$ cat config.mk
export PLATFORM = sky130hd
export DESIGN_NAME = imu_fifo_packet_parser_core
export DESIGN_NICKNAME = d
export VERILOG_FILES = /design/src/rtl/core/imu_fpp_pkg.sv /design/src/rtl/core/imu_fifo_packet_parser_core.sv /design/src/rtl/core/imu_fpp_cell.sv /design/src/rtl/core/imu_fpp_rec_fifo.sv
export SDC_FILE = /design/constraint.sdc
export NUM_CORES = 1
export LEC_CHECK = 0
export BUFFER_PORTS_ARGS = -buffer_cell sky130_fd_sc_hd__buf_2
export CORE_MARGIN = 2
export CORE_UTILIZATION = 35
export DETAILED_ROUTE_END_ITERATION = 10
export PLACE_DENSITY = 0.58
export SLEW_MARGIN = 20
export SYNTH_ARGS = -nofsm -noshare
export SYNTH_HDL_FRONTEND = slang
export SYNTH_SLANG_ARGS = --single-unit
$ cat constraint.sdc
create_clock -name clk -period 16.94 [get_ports clk]
set_clock_uncertainty 0.05 [all_clocks]
set_input_delay 0.847 -clock clk [delete_from_list [all_inputs] [get_ports clk]]
set_output_delay 0.847 -clock clk [all_outputs]
set_load 0.01 [all_outputs]
$ cat src/rtl/core/imu_fpp_pkg.sv
// Package with payload types and constants of the IMU FIFO packet parser.
package imu_fpp_pkg;

  localparam int PACKET_BYTES   = 20;
  localparam int STORE_BYTES    = PACKET_BYTES - 1;
  localparam int REC_DEPTH_DEF  = 4;

  localparam int HDR_MESSAGE_BIT = 7;
  localparam int HDR_HIRES_BIT   = 4;
  localparam int HDR_STAMP_BIT   = 3;

  localparam logic [7:0] SAMPLE_LIMIT_RESET = 8'd16;

  localparam logic KIND_SAMPLE  = 1'b0;
  localparam logic KIND_SUMMARY = 1'b1;

  typedef struct packed {
    logic [7:0] data_byte;
    logic       last_in_buffer;
  } in_t;

  typedef struct packed {
    logic               record_kind;
    logic signed [19:0] accel_x;
    logic signed [19:0] accel_y;
    logic signed [19:0] accel_z;
    logic signed [19:0] gyro_x;
    logic signed [19:0] gyro_y;
    logic signed [19:0] gyro_z;
    logic signed [15:0] temperature;
    logic        [15:0] time_stamp;
    logic        [7:0]  sample_index;
    logic        [7:0]  sample_count;
    logic               final_record;
  } out_t;

  typedef struct packed {
    logic en0;
    logic en1;
  } fifo_wr_t;

endpackage

$ cat src/rtl/core/imu_fifo_packet_parser_core.sv
// Top level of the IMU FIFO packet parser: byte chain, packet decode, record queue.
// Throughput: one byte transfer per cycle while the record queue has room for two records.
// A record is written into the record queue when the byte that causes it is accepted.
// The queue (REC_DEPTH records) sets the rate: a buffer end that yields two records
// needs two output transfers, so a stalled output holds off input once the queue nears full.
// Reset (rst, synchronous): position, sample count and queue empty; limit returns to 16.
module imu_fifo_packet_parser_core
  import imu_fpp_pkg::*;
#(
  parameter int REC_DEPTH = REC_DEPTH_DEF
) (
  input  logic       clk,
  input  logic       rst,
  input  logic       cfg_we,
  input  logic [7:0] cfg_data,
  input  logic       in_valid,
  output logic       in_ready,
  input  in_t        in_data,
  output logic       out_valid,
  input  logic       out_ready,
  output out_t       out_data
);

  localparam logic [4:0] POS_LAST = 5'(PACKET_BYTES - 1);

  // Control registers.
  logic [4:0] byte_position;
  logic [7:0] accepted_count;
  logic [7:0] sample_limit;

  // The shift chain: cell 0 holds the newest byte, so once the chain is full
  // cell STORE_BYTES-1 holds the header and cell 0 holds packet byte 18.
  logic [7:0] cell_q [STORE_BYTES];
  // The same bytes in packet order.
  logic [7:0] pkt_byte [STORE_BYTES];

  logic       accept;
  logic       pos_full;
  logic       is_last;
  logic       take_sample;
  logic [7:0] hdr;
  logic [7:0] b;
  logic       room2;
  fifo_wr_t   wr;
  out_t       sample_rec;
  out_t       summary_rec;
  out_t       wr_data0;

  // Packet byte k sits in cell STORE_BYTES-1-k.
  for (genvar k = 0; k < STORE_BYTES; k++) begin : g_pkt_byte
    assign pkt_byte[k] = cell_q[STORE_BYTES - 1 - k];
  end

  assign accept   = in_valid && in_ready;
  assign in_ready = room2;
  assign pos_full = byte_position == POS_LAST;
  assign is_last  = accept && in_data.last_in_buffer;
  assign hdr      = pkt_byte[0];
  assign b        = in_data.data_byte;

  // A packet completes on the twentieth byte; it yields a sample only for a
  // high-resolution header without the message bit and while under the limit.
  assign take_sample = accept && pos_full && !hdr[HDR_MESSAGE_BIT] && hdr[HDR_HIRES_BIT]
                       && (accepted_count < sample_limit);

  // The chain shifts only on bytes that are stored; the final byte of a packet
  // is used straight from the input.
  generate
    for (genvar i = 0; i < STORE_BYTES; i++) begin : g_cell
      if (i == 0) begin : g_head
        imu_fpp_cell u_cell (
          .clk (clk),
          .en  (accept && !pos_full),
          .d   (b),
          .q   (cell_q[i])
        );
      end else begin : g_body
        imu_fpp_cell u_cell (
          .clk (clk),
          .en  (accept && !pos_full),
          .d   (cell_q[i-1]),
          .q   (cell_q[i])
        );
      end
    end
  endgenerate

  // Each 20-bit value is MSB, LSB and a nibble taken from the trailing bytes.
  always_comb begin
    sample_rec              = '0;
    sample_rec.record_kind  = KIND_SAMPLE;
    sample_rec.accel_x      = {pkt_byte[1],  pkt_byte[2],  pkt_byte[17][7:4]};
    sample_rec.accel_y      = {pkt_byte[3],  pkt_byte[4],  pkt_byte[18][7:4]};
    sample_rec.accel_z      = {pkt_byte[5],  pkt_byte[6],  b[7:4]};
    sample_rec.gyro_x       = {pkt_byte[7],  pkt_byte[8],  pkt_byte[17][3:0]};
    sample_rec.gyro_y       = {pkt_byte[9],  pkt_byte[10], pkt_byte[18][3:0]};
    sample_rec.gyro_z       = {pkt_byte[11], pkt_byte[12], b[3:0]};
    sample_rec.temperature  = {pkt_byte[13], pkt_byte[14]};
    sample_rec.time_stamp   = hdr[HDR_STAMP_BIT] ? {pkt_byte[15], pkt_byte[16]} : 16'd0;
    sample_rec.sample_index = accepted_count;
    sample_rec.sample_count = 8'd0;
    sample_rec.final_record = !in_data.last_in_buffer;
  end

  // The summary counts the sample that completes on the same byte, if any.
  always_comb begin
    summary_rec              = '0;
    summary_rec.record_kind  = KIND_SUMMARY;
    summary_rec.sample_count = accepted_count + 8'(take_sample);
    summary_rec.final_record = 1'b1;
  end

  // The sample always goes first; the summary fills the second slot when
  // both occur on one byte.
  assign wr.en0   = take_sample || is_last;
  assign wr.en1   = take_sample && is_last;
  assign wr_data0 = take_sample ? sample_rec : summary_rec;

  always_ff @(posedge clk) begin
    if (rst) begin
      byte_position  <= '0;
      accepted_count <= '0;
      sample_limit   <= SAMPLE_LIMIT_RESET;
    end else begin
      if (cfg_we) begin
        sample_limit <= cfg_data;
      end
      if (accept) begin
        if (in_data.last_in_buffer || pos_full) begin
          byte_position <= '0;
        end else begin
          byte_position <= byte_position + 5'd1;
        end
        if (in_data.last_in_buffer) begin
          accepted_count <= '0;
        end else if (take_sample) begin
          accepted_count <= accepted_count + 8'd1;
        end
      end
    end
  end

  imu_fpp_rec_fifo #(
    .DEPTH (REC_DEPTH)
  ) u_rec_fifo (
    .clk       (clk),
    .rst       (rst),
    .wr        (wr),
    .wr_data0  (wr_data0),
    .wr_data1  (summary_rec),
    .room2     (room2),
    .out_valid (out_valid),
    .out_ready (out_ready),
    .out_data  (out_data)
  );

endmodule

$ cat src/rtl/core/imu_fpp_cell.sv
// One byte cell of the packet shift chain.
module imu_fpp_cell (
  input  logic       clk,
  input  logic       en,
  input  logic [7:0] d,
  output logic [7:0] q
);

  always_ff @(posedge clk) begin
    if (en) begin
      q <= d;
    end
  end

endmodule

$ cat src/rtl/core/imu_fpp_rec_fifo.sv
// Small record queue that takes up to two records per cycle and gives one per cycle while out_ready is high.
module imu_fpp_rec_fifo
  import imu_fpp_pkg::*;
#(
  parameter int DEPTH = REC_DEPTH_DEF
) (
  input  logic     clk,
  input  logic     rst,
  input  fifo_wr_t wr,
  input  out_t     wr_data0,
  input  out_t     wr_data1,
  output logic     room2,
  output logic     out_valid,
  input  logic     out_ready,
  output out_t     out_data
);

  localparam int AW = (DEPTH > 1) ? $clog2(DEPTH) : 1;
  localparam int CW = $clog2(DEPTH + 1);

  out_t            mem [DEPTH];
  logic [AW-1:0]   wr_ptr;
  logic [AW-1:0]   rd_ptr;
  logic [CW-1:0]   cnt;
  logic [AW-1:0]   wr_ptr_p1;
  logic [AW-1:0]   wr_ptr_p2;
  logic            pop;
  logic [CW-1:0]   push_n;

  function automatic logic [AW-1:0] ptr_inc(input logic [AW-1:0] p);
    return (p == AW'(DEPTH - 1)) ? '0 : p + 1'b1;
  endfunction

  assign wr_ptr_p1 = ptr_inc(wr_ptr);
  assign wr_ptr_p2 = ptr_inc(wr_ptr_p1);
  assign pop       = out_valid && out_ready;
  assign push_n    = CW'(wr.en0) + CW'(wr.en1);
  assign room2     = cnt <= CW'(DEPTH - 2);
  assign out_valid = cnt != '0;
  assign out_data  = mem[rd_ptr];

  always_ff @(posedge clk) begin
    if (wr.en0) begin
      mem[wr_ptr] <= wr_data0;
    end
    if (wr.en1) begin
      mem[wr_ptr_p1] <= wr_data1;
    end
  end

  always_ff @(posedge clk) begin
    if (rst) begin
      wr_ptr <= '0;
      rd_ptr <= '0;
      cnt    <= '0;
    end else begin
      if (wr.en0 && wr.en1) begin
        wr_ptr <= wr_ptr_p2;
      end else if (wr.en0) begin
        wr_ptr <= wr_ptr_p1;
      end
      if (pop) begin
        rd_ptr <= ptr_inc(rd_ptr);
      end
      cnt <= cnt + push_n - CW'(pop);
    end
  end

endmodule

Yosys cells after proc, flatten, opt, wreduce, memory -nomap -nowiden --
Memory sizes are Yosys's and may differ from the RTL's. A register that Yosys moved wholly into a read port is not among the register bits. Index checks and enable logic that the tools add are counted.
Word-level totals: output and inout bits 172, RAM bits 680, memories 1, register bits after elaboration 180
Memory list:
- u_rec_fifo.mem | depth 4, bits a word 170, read ports 1, clocked after memory_dff 1, wr ports 2, line imu_fpp_rec_fifo.sv:21 | out_t mem [DEPTH];
Cells by class: muxes and demuxes 16, reductions and logical operators 19, magnitude comparators 2, add/sub/neg operators 9, equal/unequal tests 4
Operators by type and width (number):
- $mux 170 | 1
- $mux 16 | 1
- $mux 8 | 2
- $mux 2 | 7
- $logic_and 1x1->1 | 10
- $add 8x1->8 | 1
- $add 8x1->8 const B | 1
- $lt 8x8->1 | 1
- $add 2x1->2 const B | 3
- $eq 2x2->1 const B | 3
- $add 5x1->5 const B | 1
- $eq 5x5->1 const B | 1
- $mux 5 | 1
- $mux 1 | 4
- $reduce_bool 2->1 | 2
- $add 3x3->3 | 1
- $le 3x2->1 const B | 1
- $logic_not 1->1 | 3
- $reduce_bool 3->1 | 1
- $sub 3x1->3 | 1
- $add 1x1->2 | 1
- $logic_or 1x1->1 | 2
- $reduce_and 2->1 | 1

Longest topological paths before layout --
depth in word-level cells 10, gate-level depth with buffers 15, depth with buffers taken out 12

Cells and area by module --
From an unflattened synthesis, not the netlist that was laid out.
Second synthesis, totals: cell total of the unflattened synthesis 2198, area, all modules 40231.1 sq um
By module, submodules not included:
- imu_fpp_rec_fifo | area each 33259.4 sq um, sequential area each 20599.8 sq um, times used 1, cells each 1703
- imu_fpp_cell | area each 240.2 sq um, sequential area each 240.2 sq um, times used 19, cells each 8
- imu_fifo_packet_parser_core | area each 2407.3 sq um, sequential area each 420.4 sq um, times used 1, cells each 343

Worst setup path before layout --
Ideal clock, no wire load.
path kind input to register, start point in in_valid, end point reg g_cell[0].g_head.u_cell.q[0] (enable), arrival time 7132 ps, setup time 655 ps, cell stages on the path 2, data required time 16235 ps, slack 9103 ps, cell sequence nand2_1 -> nor2_1
Between the ends: word-level cells in the longest chain between the ends 2
Ends and longest elaborated chain:
- start: declaration | line imu_fifo_packet_parser_core.sv:16 | input logic in_valid,
- $logic_and 1x1->1 | line imu_fifo_packet_parser_core.sv:54 | assign accept = in_valid && in_ready;
- $logic_and 1x1->1 | line imu_fifo_packet_parser_core.sv:73 | .en (accept && !pos_full),
- named net g_cell[0].g_head.u_cell.en | line imu_fpp_cell.sv:4 | input logic en,
- end signal: assignment | line imu_fpp_cell.sv:11 | q <= d;
- end: declaration | line imu_fpp_cell.sv:6 | output logic [7:0] q
The timed path passes the listed nets, and every way through them passes these cells. A chain may end at the register's enable or synchronous reset.

==> impl_metrics.toml <==
[status]
status = "complete, no violations"

[worst_hold_path]
min_from = "cfg_data[4]"
hold_path.class = "in2reg"

[yosys]
synth_area_leaders = "dfxtp_1 (39%), edfxtp_1 (16%), mux4_2 (11%)"
synth.distinct_cells = 49
syn_nets = 3595
synth_top_area_share = 0.392
synth_seq_cells = 857
synthCells = 3546
post_synth.cell_area_avg_um2 = 9.77
synth_edf_count = 179
ys_warn_count = 0
netlist_area_um2 = 34600
ys_async_sr_fraction = 0
synth_seq_area_share = 0.547
synth_top_area_cell = "dfxtp_1"
dominantRegCellSynth = "dfxtp_1"

[clock_network]
cts.path.max_buffers = 3
clkTransAtPathRegs_ps = 60
clock-sinks = 857
hold_buffers = 0
clock_latency_ps = 670
ctsHtreeMaxLevel = 3
cts_tree = "yes"
ctsResizeCount = 0
cts_setup_buffers = 0
cts_buffers = 91
cts-root-buf = "clkbuf_16"

[timing]
clock.fmax_mhz = 212
setup_viol = 0
setup_slack_ps = 12220
hold_viol_final = 0
slew_violations = 0
rsz0062_at_grt = "no"
min_period_ps = 4720
period_share = 0.278
tns_ps = 0
slew_headroom = 0.225
whs_ps = 355
worst_pin_slew_ps = 1160

[cells_and_area]
n_fill_cell = 9553
fin_nets = 3576
final_layout_size_suffix_gt1_frac = 0.154
areaGrowthSynthToFinish_pct = 13.6
final_cells = 4891
layout_common_cells = "nand2_1 (683), dfxtp_1 (676), a21oi_1 (656)"
antenna-diode-count = 0
design_area_um2 = 39300
final_common_cell = "nand2_1"
fin_util = 0.400

[floorplanning]
core-area_um2 = 98300
rows = 115
boundaryPins = 194
die-area_um2 = 101000
die_w_um = 319
die_h_um = 319
initial_core_util = 0.352

[global_routing]
grt_pass1_wl_mm = 164
grt_overflow = 0
grt_usage = 0.206
antenna_found_initial = 1
grt_max_degree = 214
grt_pass1_vias = 26261

[drt]
ant_nets = 0
routed_wl_mm = 108
drtPass1Iterations = 5
drc_errors = 0
wl_per_cell_um = 22.0
vias_per_cell = 5.63
drt_iter0_drc = 2978
routed-via-count = 27517

[critical_path]
path_max_fanout = 45
critPathKind = "reg2out"
crit_path_start_kind = "register"
crit_required_ps = 16040
end_kind = "output port"
rr_startpoint = "accepted_count[1]"
crit_arrival_ps = 3820

[place]
portBuffers = 193
routabilityCongestion = 0.772
dp_slack_ps = 12290
place_hpwl_mm = 54.9
place.detailed.instances = 4721
placed_area_um2 = 36300

[power_and_ir_drop]
p_leak_nw = 13.4
p_per_area_nw_per_um2 = 123
ir_worst_vdd_mv = 0.0752
power.total_mw = 4.85

[run]
cap_violations = 0
-- flip-flops by register name (all words and copies together) (netlist names), named ones only --
name,count
sample_limit,8
byte_position,5
accepted_count,8
u_rec_fifo.cnt,3
u_rec_fifo.mem,680
u_rec_fifo.wr_ptr,2
g_cell.g_head.u_cell.q,8
g_cell.g_body.u_cell.q,139
u_rec_fifo.rd_ptr,2
-- cell families (layout without fill, tap and decap cells) --
family,Yosys count,count (layout),synth area share
flops,857,857,0.547
mux,179,179,0.113
xor+xnor,9,9,0.00228
simple gates,1419,1419,0.183
fa+ha+maj,27,27,0.00997
compound gates,691,691,0.102
buf+inv,364,422,0.0419
-- area by class of cell --
type                            instances  area [um2]  share of cell area
Multi-Input combinational cell       2325       14300               0.364
Clock inverter                         42         522              0.0133
Tap cell                             1287        1610              0.0409
Timing Repair Buffer                  232        1310              0.0333
Inverter                               20        75.1             0.00191
Clock buffer                          128        2560              0.0650
Sequential cell                       857       19000               0.482
-- worst paths after layout --
| path | to | slack, ps | cells after the start |
|---|---|---|---|
| setup reg to reg | u_rec_fifo.mem[0][75] | 12270 | 8 |
| hold reg to reg | u_rec_fifo.mem[2][109] | 400 | 2 |
| hold / removal | sample_limit[4] | 360 | 3 |
| setup / recovery | out_data[86] | 12220 | 4 |
-- synth_stat cells, drive strengths merged (4+ instances only) --
library cell,instances
ha,26
nor2,44
xor2,5
or3,4
clkbuf,206
mux2i,9
o21ai,7
and2,6
nor3,4
inv,20
nand2,683
buf,138
edfxtp,179
nand4,71
nor2b,10
nand2b,6
nand3,582
o211ai,5
a21oi,656
dfxtp,678
xnor2,4
o22ai,4
mux4,170
-- layer usage --
layer  wire length, um  global-route usage  part of all wire
met5                 0                   0                 0
met1             47200               0.286              0.44
met2             51000               0.333              0.47
met4              2730              0.0635             0.025
met3              6780              0.0287             0.063
-- worst max-delay path, stage by stage, from the launching register on --
cell	delay, ps
dfxtp_4	480
buf_4	790
buf_4	920
mux4_2	690
buf_2	180
-- where the power goes --
part | internal, mW | leakage [nW] | total [mW] | switching, mW
Sequential | 2.22 | 7.16 | 2.36 | 0.144
Combinational | 0.136 | 4.79 | 0.431 | 0.295
Clock | 1.20 | 1.49 | 2.06 | 0.857
No activity file was read; power rests on OpenSTA's default activity.
